$ cat src/rtl/k1d_pkg.sv
package k1d_pkg;

    localparam int AXES      = 3;
    localparam int FIELD_W   = 32;
    localparam int CFG_W     = 25;
    localparam int VAR_W     = 26;
    localparam int FRAC_BITS = 16;
    localparam int POS_WIDTH = 32;
    localparam int IDX_W     = 2;
    localparam int DATA_W    = 32;

    localparam logic [CFG_W-1:0] CFG_MAX = {CFG_W{1'b1}};
    localparam logic [VAR_W-1:0] VAR_MAX = {VAR_W{1'b1}};

    // Reset defaults 8.0 and 4.0, saturated to the register width
    localparam logic [63:0] VM_RAW = 64'd8 << FRAC_BITS;
    localparam logic [63:0] VP_RAW = 64'd4 << FRAC_BITS;
    localparam logic [CFG_W-1:0] VM_RESET =
        (VM_RAW > {39'd0, CFG_MAX}) ? CFG_MAX : VM_RAW[CFG_W-1:0];
    localparam logic [CFG_W-1:0] VP_RESET =
        (VP_RAW > {39'd0, CFG_MAX}) ? CFG_MAX : VP_RAW[CFG_W-1:0];

    typedef enum logic [IDX_W-1:0] {
        REG_MEAS_VAR = 2'd0,
        REG_PROC_VAR = 2'd1,
        REG_INIT_VAR = 2'd2,
        REG_NONE     = 2'd3
    } cfg_idx_t;

    // Control from the top level into one lane
    typedef struct packed {
        logic start;
        logic init;
        logic ack;
    } lane_ctl_t;

endpackage

$ cat src/rtl/kalman_1d_three_axis_top.sv
// Three scalar Kalman filters (x, y, z) in signed fixed point. Each request either loads
// the estimate from the observation (action 1) or blends the observation into the
// estimate and then adds the displacement and the process variance (action 0); every
// request gives one result with the new estimates and variances. The axes run in three
// lanes side by side, each with a serial shift-add multiplier and a restoring divider.
// A step with both variances zero skips the multiply and divide, and an init request skips
// them too. One request is in work at a time; a new one can be taken while the previous
// result still waits at the output. Configuration writes are always ready and must be
// made while no request is in work.
module kalman_1d_three_axis_top #(
    parameter int POS_WIDTH = k1d_pkg::POS_WIDTH
) (
    input  logic                                clk,
    input  logic                                rst_n,
    input  logic                                cfg_valid,
    output logic                                cfg_ready,
    input  logic [k1d_pkg::IDX_W-1:0]           cfg_index,
    input  logic [k1d_pkg::DATA_W-1:0]          cfg_data,
    input  logic                                in_valid,
    output logic                                in_stall,
    input  logic                                action,
    input  logic signed [k1d_pkg::FIELD_W-1:0]  obs_x,
    input  logic signed [k1d_pkg::FIELD_W-1:0]  obs_y,
    input  logic signed [k1d_pkg::FIELD_W-1:0]  obs_z,
    input  logic signed [k1d_pkg::FIELD_W-1:0]  delta_x,
    input  logic signed [k1d_pkg::FIELD_W-1:0]  delta_y,
    input  logic signed [k1d_pkg::FIELD_W-1:0]  delta_z,
    output logic                                out_valid,
    input  logic                                out_stall,
    output logic signed [k1d_pkg::FIELD_W-1:0]  est_x,
    output logic signed [k1d_pkg::FIELD_W-1:0]  est_y,
    output logic signed [k1d_pkg::FIELD_W-1:0]  est_z,
    output logic        [k1d_pkg::VAR_W-1:0]    var_x,
    output logic        [k1d_pkg::VAR_W-1:0]    var_y,
    output logic        [k1d_pkg::VAR_W-1:0]    var_z
);
    import k1d_pkg::*;

    logic [CFG_W-1:0]           vm_reg, vm_next;
    logic [CFG_W-1:0]           vp_reg, vp_next;
    logic [CFG_W-1:0]           iv_reg, iv_next;
    logic                       busy_reg, busy_next;
    logic                       accept, cfg_wr, load;
    lane_ctl_t                  ctl;
    logic [AXES-1:0]            lane_done;
    logic signed [FIELD_W-1:0]  lane_est [AXES];
    logic        [VAR_W-1:0]    lane_var [AXES];
    logic signed [FIELD_W-1:0]  obs_a [AXES];
    logic signed [FIELD_W-1:0]  dlt_a [AXES];

    assign cfg_ready = 1'b1;
    assign cfg_wr    = cfg_valid && cfg_ready;
    assign in_stall  = busy_reg;
    assign accept    = in_valid && !in_stall;

    // Register writes keep the low bits
    always_comb
    begin
        vm_next = vm_reg;
        vp_next = vp_reg;
        iv_next = iv_reg;
        if (cfg_wr)
        begin
            case (cfg_idx_t'(cfg_index))
                REG_MEAS_VAR: vm_next = cfg_data[CFG_W-1:0];
                REG_PROC_VAR: vp_next = cfg_data[CFG_W-1:0];
                REG_INIT_VAR: iv_next = cfg_data[CFG_W-1:0];
                default:      ;
            endcase
        end
    end

    // One request in work until the merge stage takes the lane results
    assign busy_next = accept ? 1'b1 : (load ? 1'b0 : busy_reg);

    always_ff @(posedge clk or negedge rst_n)
    begin
        if (!rst_n)
        begin
            vm_reg   <= VM_RESET;
            vp_reg   <= VP_RESET;
            iv_reg   <= '0;
            busy_reg <= 1'b0;
        end
        else
        begin
            vm_reg   <= vm_next;
            vp_reg   <= vp_next;
            iv_reg   <= iv_next;
            busy_reg <= busy_next;
        end
    end

    assign ctl.start = accept;
    assign ctl.init  = action;
    assign ctl.ack   = load;

    assign obs_a[0] = obs_x;
    assign obs_a[1] = obs_y;
    assign obs_a[2] = obs_z;
    assign dlt_a[0] = delta_x;
    assign dlt_a[1] = delta_y;
    assign dlt_a[2] = delta_z;

    // One filter lane per axis
    for (genvar i = 0; i < AXES; i++)
    begin : g_lane
        k1d_lane #(
            .POS_WIDTH (POS_WIDTH)
        ) u_lane (
            .clk     (clk),
            .rst_n   (rst_n),
            .ctl     (ctl),
            .obs     (obs_a[i]),
            .dlt     (dlt_a[i]),
            .vm      (vm_reg),
            .vp      (vp_reg),
            .iv      (iv_reg),
            .done    (lane_done[i]),
            .est     (lane_est[i]),
            .var_out (lane_var[i])
        );
    end

    k1d_merge u_merge (
        .clk       (clk),
        .rst_n     (rst_n),
        .lane_done (lane_done),
        .lane_est  (lane_est),
        .lane_var  (lane_var),
        .out_stall (out_stall),
        .load      (load),
        .out_valid (out_valid),
        .est_x     (est_x),
        .est_y     (est_y),
        .est_z     (est_z),
        .var_x     (var_x),
        .var_y     (var_y),
        .var_z     (var_z)
    );

endmodule

$ cat src/rtl/k1d_lane.sv
module k1d_lane #(
    parameter int POS_WIDTH = k1d_pkg::POS_WIDTH
) (
    input  logic                                  clk,
    input  logic                                  rst_n,
    input  k1d_pkg::lane_ctl_t                    ctl,
    input  logic signed [k1d_pkg::FIELD_W-1:0]    obs,
    input  logic signed [k1d_pkg::FIELD_W-1:0]    dlt,
    input  logic        [k1d_pkg::CFG_W-1:0]      vm,
    input  logic        [k1d_pkg::CFG_W-1:0]      vp,
    input  logic        [k1d_pkg::CFG_W-1:0]      iv,
    output logic                                  done,
    output logic signed [k1d_pkg::FIELD_W-1:0]    est,
    output logic        [k1d_pkg::VAR_W-1:0]      var_out
);
    import k1d_pkg::*;

    // Working widths: XW holds any position sum, NW any blend numerator
    localparam int XW = ((POS_WIDTH > FIELD_W) ? POS_WIDTH : FIELD_W) + 2;
    localparam int DW = VAR_W + 2;
    localparam int RW = DW + 1;
    localparam int NW = XW + DW;
    localparam int CW = $clog2(NW);

    typedef enum logic [2:0] {
        L_IDLE, L_MUL, L_DIV, L_FIN1, L_FIN2, L_DONE
    } lane_state_t;

    lane_state_t                  state_reg, state_next;
    logic                         phase_reg, phase_next;
    logic [CW-1:0]                cnt_reg, cnt_next;
    logic [NW-1:0]                acc_reg, acc_next;
    logic [NW-1:0]                mcand_reg, mcand_next;
    logic [VAR_W-1:0]             mplier_reg, mplier_next;
    logic [NW-1:0]                num_reg, num_next;
    logic [RW-1:0]                rem_reg, rem_next;
    logic                         neg_reg, neg_next;
    logic [XW-1:0]                off_reg, off_next;
    logic [VAR_W-1:0]             nv_reg, nv_next;
    logic signed [POS_WIDTH-1:0]  p_reg, p_next;
    logic [VAR_W-1:0]             v_reg, v_next;
    logic signed [FIELD_W-1:0]    dlt_reg, dlt_next;

    logic [DW-2:0]                d;
    logic [DW-1:0]                dv;
    logic signed [XW-1:0]         p_x, o_x, diff, dlt_x, blend_sum, pred_sum;
    logic [XW-1:0]                mag;
    logic [NW-1:0]                acc_add;
    logic [RW-1:0]                rem_sh;
    logic                         qbit;
    logic [VAR_W:0]               vsum;

    function automatic logic signed [POS_WIDTH-1:0] sat_pos(input logic signed [XW-1:0] x);
        logic signed [XW-1:0] hi;
        logic signed [XW-1:0] lo;
        hi = {{(XW-POS_WIDTH+1){1'b0}}, {(POS_WIDTH-1){1'b1}}};
        lo = ~hi;
        if (x > hi)
            sat_pos = hi[POS_WIDTH-1:0];
        else if (x < lo)
            sat_pos = lo[POS_WIDTH-1:0];
        else
            sat_pos = x[POS_WIDTH-1:0];
    endfunction

    // Operand prep
    assign d         = {1'b0, v_reg} + {2'b00, vm};
    assign dv        = {d, 1'b0};
    assign p_x       = {{(XW-POS_WIDTH){p_reg[POS_WIDTH-1]}}, p_reg};
    assign o_x       = {{(XW-FIELD_W){obs[FIELD_W-1]}}, obs};
    assign dlt_x     = {{(XW-FIELD_W){dlt_reg[FIELD_W-1]}}, dlt_reg};
    assign diff      = o_x - p_x;
    assign mag       = diff[XW-1] ? (p_x - o_x) : diff;
    assign blend_sum = neg_reg ? (p_x - off_reg) : (p_x + off_reg);
    assign pred_sum  = p_x + dlt_x;
    assign vsum      = {1'b0, v_reg} + {2'b00, vp};

    // Shift-add and restoring-divide steps
    assign acc_add = acc_reg + (mplier_reg[0] ? mcand_reg : '0);
    assign rem_sh  = {rem_reg[RW-2:0], num_reg[NW-1]};
    assign qbit    = (rem_sh >= {1'b0, dv});

    always_comb
    begin
        state_next  = state_reg;
        phase_next  = phase_reg;
        cnt_next    = cnt_reg;
        acc_next    = acc_reg;
        mcand_next  = mcand_reg;
        mplier_next = mplier_reg;
        num_next    = num_reg;
        rem_next    = rem_reg;
        neg_next    = neg_reg;
        off_next    = off_reg;
        nv_next     = nv_reg;
        p_next      = p_reg;
        v_next      = v_reg;
        dlt_next    = dlt_reg;
        case (state_reg)
            L_IDLE:
            begin
                if (ctl.start)
                begin
                    dlt_next = dlt;
                    if (ctl.init)
                    begin
                        p_next     = sat_pos(o_x);
                        v_next     = {1'b0, iv};
                        state_next = L_DONE;
                    end
                    else if (d == '0)
                    begin
                        // nothing to blend: keep estimate, predict only
                        off_next   = '0;
                        neg_next   = 1'b0;
                        nv_next    = v_reg;
                        state_next = L_FIN1;
                    end
                    else
                    begin
                        neg_next    = diff[XW-1];
                        acc_next    = '0;
                        mcand_next  = {{(NW-XW){1'b0}}, mag};
                        mplier_next = v_reg;
                        cnt_next    = '0;
                        phase_next  = 1'b0;
                        state_next  = L_MUL;
                    end
                end
            end
            L_MUL:
            begin
                acc_next    = acc_add;
                mcand_next  = {mcand_reg[NW-2:0], 1'b0};
                mplier_next = {1'b0, mplier_reg[VAR_W-1:1]};
                cnt_next    = cnt_reg + 1'b1;
                if (cnt_reg == CW'(VAR_W-1))
                begin
                    // numerator 2*a*b + d, rounds to nearest
                    num_next   = {acc_add[NW-2:0], 1'b0} + {{(NW-DW+1){1'b0}}, d};
                    rem_next   = '0;
                    cnt_next   = '0;
                    state_next = L_DIV;
                end
            end
            L_DIV:
            begin
                rem_next = qbit ? (rem_sh - {1'b0, dv}) : rem_sh;
                num_next = {num_reg[NW-2:0], qbit};
                cnt_next = cnt_reg + 1'b1;
                if (cnt_reg == CW'(NW-1))
                begin
                    if (!phase_reg)
                    begin
                        off_next    = num_next[XW-1:0];
                        acc_next    = '0;
                        mcand_next  = {{(NW-CFG_W){1'b0}}, vm};
                        mplier_next = v_reg;
                        cnt_next    = '0;
                        phase_next  = 1'b1;
                        state_next  = L_MUL;
                    end
                    else
                    begin
                        nv_next    = num_next[VAR_W-1:0];
                        state_next = L_FIN1;
                    end
                end
            end
            L_FIN1:
            begin
                p_next     = sat_pos(blend_sum);
                v_next     = nv_reg;
                state_next = L_FIN2;
            end
            L_FIN2:
            begin
                p_next     = sat_pos(pred_sum);
                v_next     = vsum[VAR_W] ? VAR_MAX : vsum[VAR_W-1:0];
                state_next = L_DONE;
            end
            L_DONE:
            begin
                if (ctl.ack)
                    state_next = L_IDLE;
            end
            default:
                state_next = L_IDLE;
        endcase
    end

    always_ff @(posedge clk or negedge rst_n)
    begin
        if (!rst_n)
        begin
            state_reg <= L_IDLE;
            p_reg     <= '0;
            v_reg     <= '0;
        end
        else
        begin
            state_reg <= state_next;
            p_reg     <= p_next;
            v_reg     <= v_next;
        end
    end

    // Datapath registers
    always_ff @(posedge clk)
    begin
        phase_reg  <= phase_next;
        cnt_reg    <= cnt_next;
        acc_reg    <= acc_next;
        mcand_reg  <= mcand_next;
        mplier_reg <= mplier_next;
        num_reg    <= num_next;
        rem_reg    <= rem_next;
        neg_reg    <= neg_next;
        off_reg    <= off_next;
        nv_reg     <= nv_next;
        dlt_reg    <= dlt_next;
    end

    assign done    = (state_reg == L_DONE);
    assign est     = p_x[FIELD_W-1:0];
    assign var_out = v_reg;

endmodule

$ cat src/rtl/k1d_merge.sv
module k1d_merge (
    input  logic                                clk,
    input  logic                                rst_n,
    input  logic [k1d_pkg::AXES-1:0]            lane_done,
    input  logic signed [k1d_pkg::FIELD_W-1:0]  lane_est [k1d_pkg::AXES],
    input  logic        [k1d_pkg::VAR_W-1:0]    lane_var [k1d_pkg::AXES],
    input  logic                                out_stall,
    output logic                                load,
    output logic                                out_valid,
    output logic signed [k1d_pkg::FIELD_W-1:0]  est_x,
    output logic signed [k1d_pkg::FIELD_W-1:0]  est_y,
    output logic signed [k1d_pkg::FIELD_W-1:0]  est_z,
    output logic        [k1d_pkg::VAR_W-1:0]    var_x,
    output logic        [k1d_pkg::VAR_W-1:0]    var_y,
    output logic        [k1d_pkg::VAR_W-1:0]    var_z
);
    import k1d_pkg::*;

    logic                       valid_reg, valid_next;
    logic signed [FIELD_W-1:0]  est_reg [AXES];
    logic        [VAR_W-1:0]    var_reg [AXES];

    // Take the lane results once all lanes finish and the slot is free
    assign load       = (&lane_done) && (!valid_reg || !out_stall);
    assign valid_next = load ? 1'b1 : (valid_reg && out_stall);

    always_ff @(posedge clk or negedge rst_n)
    begin
        if (!rst_n)
            valid_reg <= 1'b0;
        else
            valid_reg <= valid_next;
    end

    always_ff @(posedge clk)
    begin
        if (load)
        begin
            est_reg <= lane_est;
            var_reg <= lane_var;
        end
    end

    assign out_valid = valid_reg;
    assign est_x     = est_reg[0];
    assign est_y     = est_reg[1];
    assign est_z     = est_reg[2];
    assign var_x     = var_reg[0];
    assign var_y     = var_reg[1];
    assign var_z     = var_reg[2];

endmodule

$ cat config.mk
export PLATFORM = sky130hd
export DESIGN_NAME = kalman_1d_three_axis_top
export DESIGN_NICKNAME = d
export VERILOG_FILES = /design/src/rtl/k1d_pkg.sv /design/src/rtl/kalman_1d_three_axis_top.sv /design/src/rtl/k1d_lane.sv /design/src/rtl/k1d_merge.sv
export SDC_FILE = /design/constraint.sdc
export NUM_CORES = 2
export LEC_CHECK = 0
export ABC_CLOCK_PERIOD_IN_PS = 15000
export BUFFER_PORTS_ARGS = -buffer_cell sky130_fd_sc_hd__buf_2
export CAP_MARGIN = 15
export CORE_MARGIN = 4
export CORE_UTILIZATION = 50
export CTS_CLUSTER_DIAMETER = 150
export DETAILED_ROUTE_END_ITERATION = 8
export PLACE_DENSITY = 0.73
export SYNTH_ARGS = -nofsm -noshare
export SYNTH_HDL_FRONTEND = slang
export SYNTH_SLANG_ARGS = --single-unit
$ cat constraint.sdc
create_clock -name clk -period 15 [get_ports clk]
set_clock_uncertainty 0.1 [all_clocks]
set_input_delay 0.75 -clock clk [delete_from_list [all_inputs] [get_ports clk]]
set_output_delay 0.75 -clock clk [all_outputs]
set_load 0.05 [all_outputs]
* Word-level counts from Yosys, hierarchy flattened
Cells that the tools add are included.
Cells by class: $add $sub $neg 33, magnitude comparators 21, eq/ne operators 53, multiplexer cells 210, bitwise operators 1, reductions and logical operators 61
Operator list (number):
- 62-bit 2-to-1 mux | 36
- 62-bit case mux with 3 select lines | 6
- 26-bit 2-to-1 mux | 35
- 32-bit 2-to-1 mux | 24
- 34-bit 2-to-1 mux | 21
- 26-bit case mux with 3 select lines | 6
- 62-bit case mux with 2 select lines | 3
- 32-bit case mux with 3 select lines | 3
- 34-bit by 32-bit greater-than comparator with 1-bit output (second input constant) | 6
- 34-bit by 32-bit < comparator with 1-bit output (second input constant) | 6
- 34-bit case mux with 2 select lines | 3
- 32-bit by 32-bit subtractor with 33-bit output | 6
- 62-bit by 27-bit adder with 62-bit output | 3
- 62-bit adder | 3
- 28-bit 2-to-1 mux | 6
- 28-bit case mux with 2 select lines | 3
- 26-bit by 25-bit adder with 27-bit output | 6
- 26-bit case mux with 2 select lines | 3
- 6-bit 2-to-1 mux | 18
- 34-bit adder | 3
- 34-bit subtractor | 3
- 32-bit by 32-bit adder with 33-bit output | 3
- 32-bit greater-than comparator (second input constant) | 3
- 32-bit < comparator (second input constant) | 3
- 32 further kinds | 167
Word-level totals: flip-flop bits (word level) 1454, bits of input ports 232, output and inout bits 177

* Logic depth before layout (Yosys ltp)
depth after elaboration 6, depth in mapped cells 27

* Cells and area by module
Synthesis repeated with hierarchy kept, for this count alone.
Unflattened totals: cell total of the unflattened synthesis 11968, area, all modules 109530.0 sq um
By module, submodules not included:
- k1d_lane (g_lane[0].u_lane ...) | times used 2, cells each 3929, area each 34116.5 sq um, seq. area each 11676.2 sq um
- k1d_lane (g_lane[2].u_lane) | times used 1, cells each 3766, area each 33139.3 sq um, seq. area each 11676.2 sq um
- k1d_merge | times used 1, cells each 179, area each 5276.3 sq um, seq. area each 5250.0 sq um
- kalman_1d_three_axis_top | times used 1, cells each 165, area each 2881.5 sq um, seq. area each 1904.3 sq um

* Least setup slack after synthesis
Ideal clock, no wire load.
path type register -> register, start point register vm_reg[0], end point register g_lane[0].u_lane.acc_reg[0] (enable), setup time 0.705 ns, arrival time 10.564 ns, required time 14.195 ns, setup slack 3.630 ns, cell stages (with the launch flop) 16, clock period less this slack 11.370 ns, cell sequence dfrtp_1 ha_1 fa_1 a21o_1 a21oi_1 o21bai_1 a31o_2 a221oi_1 o211ai_1 a21oi_1 o21a_1 a21o_1 a311o_1 or3_1 o211ai_1 a21oi_1
Between the ends: longest elaborated chain between the ends 4
Ends and longest elaborated chain:
- start: declaration | line kalman_1d_three_axis_top.sv:39 | logic [CFG_W-1:0] vm_reg, vm_next;
- start signal: assignment | line kalman_1d_three_axis_top.sv:87 | vm_reg <= vm_next;
- 26-bit by 25-bit adder with 27-bit output | line k1d_lane.sv:67 | assign d = {1'b0, v_reg} + {2'b00, vm};
- 27-bit logical NOT | line k1d_lane.sv:111 | else if (d == '0)
- 2-bit inequality test (no source line)
- 6-bit AND reduction (no source line)
- end signal: assignment | line k1d_lane.sv:213 | acc_reg <= acc_next;
- end: declaration | line k1d_lane.sv:32 | logic [NW-1:0] acc_reg, acc_next;
Every way passes these cells. A chain may end at the register's enable or synchronous reset.

* Final worst setup path
start point register vm_reg[0], end point register g_lane[2].u_lane.num_reg[60], data pin
Between the ends: longest elaborated chain between the ends 4
Ends and longest elaborated chain:
- 26-bit by 25-bit adder with 27-bit output | line k1d_lane.sv:67
- 62-bit by 27-bit adder with 62-bit output | line k1d_lane.sv:140 | num_next = {acc_add[NW-2:0], 1'b0} + {{(NW-DW+1){1'b0}}, d};
- 62-bit 2-to-1 mux | line k1d_lane.sv:137 | if (cnt_reg == CW'(VAR_W-1))
- 62-bit case mux with 2 select lines | line k1d_lane.sv:99 | case (state_reg)
- via g_lane[2].u_lane.num_next[60] | line k1d_lane.sv:35 | logic [NW-1:0] num_reg, num_next;
- end signal: assignment | line k1d_lane.sv:216 | num_reg <= num_next;
- end: declaration | line k1d_lane.sv:35
The timed path passes the listed nets, and every way through them passes these cells. The select of a mux whose other input is x is not followed.

==> impl_metrics.py <==
metrics = {
    "global_routing": {
        "grt_pass1_vias": 88426,
        "grt_max_degree": 149,
        "antenna_found_initial": 62,
        "track_usage_pct": 32.1,
        "grt_pass1_wl_um": 553000,
        "overflow": 0,
    },
    "flow_run": {
        "cap_violations": 0,
    },
    "clock_network": {
        "cts.clk_slew.worst_paths_ns": 0.06,
        "post_cts_buffers": 0,
        "root_buffer": "clkbuf_16",
        "cts_tree": "done",
        "cts_buffers": 171,
        "ctsHtreeMaxLevel": 4,
        "clk_path_buf_depth": 3,
        "cts_hold_buf": 98,
        "clock-sinks": 1448,
        "cts_resized": 0,
        "clk_latency_ns": 0.85,
    },
    "synth": {
        "yosysTopAreaCellShare_pct": 33.1,
        "synth_edf_count": 1188,
        "yosysWarnings": 0,
        "synth_cell_types": 106,
        "synth_top_area_cell": "edfxtp_1",
        "synthCells": 11786,
        "syn_area_um2": 108000,
        "synth_flop_cell": "edfxtp_1",
        "synth_area_leaders": "edfxtp_1 33%, ha_1 10%, dfrtp_1 6.0%, a21oi_1 4.7%, xnor2_1 4.4%",
        "synth-async-reset-ratio_pct": 18.0,
        "synthesis.nets": 12930,
        "avgSynthCellArea_um2": 9.14,
        "ys_seq_area_share_pct": 39.1,
        "ys_ff_latch": 1448,
    },
    "sta": {
        "rsz0062_at_grt": "no",
        "period_share_pct": 53.6,
        "worst_slew_pin_slew_ns": 1.29,
        "fmax_mhz": 124,
        "relSlewSlack_pct": 14.2,
        "setup_viol": 0,
        "finalSetupTns_ns": 0,
        "finalCriticalPeriod_ns": 8.04,
        "hold_viol": 0,
        "slew_viol_final": 0,
    },
    "critical_path": {
        "slowest_delay_ns": 0.79,
        "cp-start-kind": "flop",
        "crit_buf_inv": 1,
        "end_kind": "flop",
        "critPathKind": "flop to flop",
        "slowest_stage": "o21ai_0",
        "critical_path_required_ns": 15.47,
        "worstPathCellList": "ha_1 > fa_1 > a21o_1 > a21oi_1 > o21bai_1 > a211oi_1 > nor3b_1 > o2111a_1 > o21bai_1 > nand3_1 > o211ai_1 > nor2b_1 > o21ai_0 > inv_1 > ha_1 > nand3_1 > or3_1 > o21ai_0 > nand4_1 > nor4_2 > nand2_1 > nor4_1 > xnor2_1 > a21oi_1",
        "cp_top_family": "compound AO/OA/AOI/OAI gates",
        "arrival_ns": 8.50,
        "cp_max_fo": 8,
    },
    "floorplan": {
        "core_um2": 214000,
        "chipHeight_um": 472,
        "die-area_um2": 223000,
        "initial_core_util_pct": 50.3,
        "ios": 409,
        "fp.dieW_um": 472,
        "rows": 170,
    },
    "placed_design": {
        "dp_hpwl_um": 287000,
        "gp_congestion": 0.990,
        "port_buffers": 400,
    },
    "drt": {
        "route.vias.total": 95087,
        "avgViaCountPerCell": 6.28,
        "drt_iter0_drc": 11288,
        "ant_nets": 0,
        "drt-wirelength-per-cell_um": 24.6,
        "drcViolationCount": 0,
        "routed_wl_um": 372000,
        "drt_pass1_iterations": 6,
    },
    "cells_and_area": {
        "mostFrequentLayoutCells": "1216 x nand2_1, 1188 x edfxtp_1, 1015 x a21oi_1, 885 x ha_1, 838 x o21ai_0",
        "area_growth_pct": 11.3,
        "layout_commonest_cell": "nand2_1",
        "drive_gt1_share_pct": 8.66,
        "largest_reg_flops": 186,
        "finalNetCount": 13259,
    },
    "status": {
        "status": "finished, final reports clean",
    },
    "hold_path": {
        "hp-class": "input port to flop",
    },
}
-- per-stage QoR --
step	utilization, %	instance area, um2	std cells	setup WS, ns	hold slack [ns]
after floorplan	-	108000	11786	3.63	0.323
after global placement	52.6	113000	14675	7.30	0.384
after detailed placement	52.6	113000	14675	7.28	0.385
after CTS	55.8	120000	15095	7.23	0.000187
after global routing	55.9	120000	15113	6.55	0.0480
final	55.9	120000	15133	6.96	0.0703
-- cells by family after synthesis --
family | count (synthesis) | share of synthesized area (%)
compound gates | 3594 | 21.1
xor+xnor | 830 | 6.75
fa+ha+maj | 912 | 10.8
buf+inv | 1087 | 3.81
flops | 1448 | 39.1
mux | 140 | 1.41
other cells | 1 | 0.00348
simple gates | 3774 | 17.0
-- per-layer routing --
layer  wire [um]  GRT usage [%]  vias to the layer above  part of all wire, %
li1            -              -                    43864                    -
met1      166000           47.5                    45896                   45
met2      153000           46.0                     4672                   41
met3       39000           7.11                      633                   10
met4       13500           11.2                       22                  3.6
met5         135              0                        -                0.036
-- path summary, 6_finish.rpt --
| path | start | end | slack, ns | cells after the start |
|---|---|---|---|---|
| max in group asynchronous | rst_n | vp_reg[17]$_DFFE_PN0P_ | 10.97 | 6 |
| setup reg to reg | vm_reg[0]$_DFFE_PN0P_ | g_lane[2].u_lane.num_reg[60]$_DFFE_PP_ | 6.96 | 24 |
| hold reg to reg | g_lane[0].u_lane.mplier_reg[4]$_DFFE_PP_ | g_lane[0].u_lane.mplier_reg[3]$_DFFE_PP_ | 0.41 | 2 |
| setup / recovery | vm_reg[0]$_DFFE_PN0P_ | g_lane[2].u_lane.num_reg[60]$_DFFE_PP_ | 6.96 | 24 |
| hold / removal | cfg_data[24] | iv_reg[24]$_DFFE_PN0P_ | 0.07 | 2 |
| min in group asynchronous | rst_n | g_lane[2].u_lane.est[18]$_DFFE_PN0P_ | 0.32 | 2 |
-- final cells by class --
type                            count  area (um2)
Fill cell                       18776       94500
Clock buffer                      207        4590
Clock inverter                    115        1450
Tap cell                         2838        3550
Multi-Input combinational cell   9251       61700
Sequential cell                  1448       42200
Antenna cell                       31        77.6
Inverter                          623        2340
Timing Repair Buffer              620        4020
-- cell usage after synthesis, types with 98 or more instances --
cell      count
a211oi_1     98
a21o_1      474
a21oi_1    1021
a31oi_1     124
and2_1      416
and3_1      140
clkbuf_1    430
dfrtp_1     258
edfxtp_1   1188
ha_1        885
inv_1       620
nand2_1    1221
nand2b_1    130
nand3_1     228
nand4_1     123
nor2_1      831
nor2b_1     116
nor3_1      217
o21a_1      119
o21ai_0     844
o21bai_1    139
xnor2_1     546
xor2_1      284
Power is not shown: default switching activity piles up to over one toggle a cycle in this logic, so the estimate is an artifact.
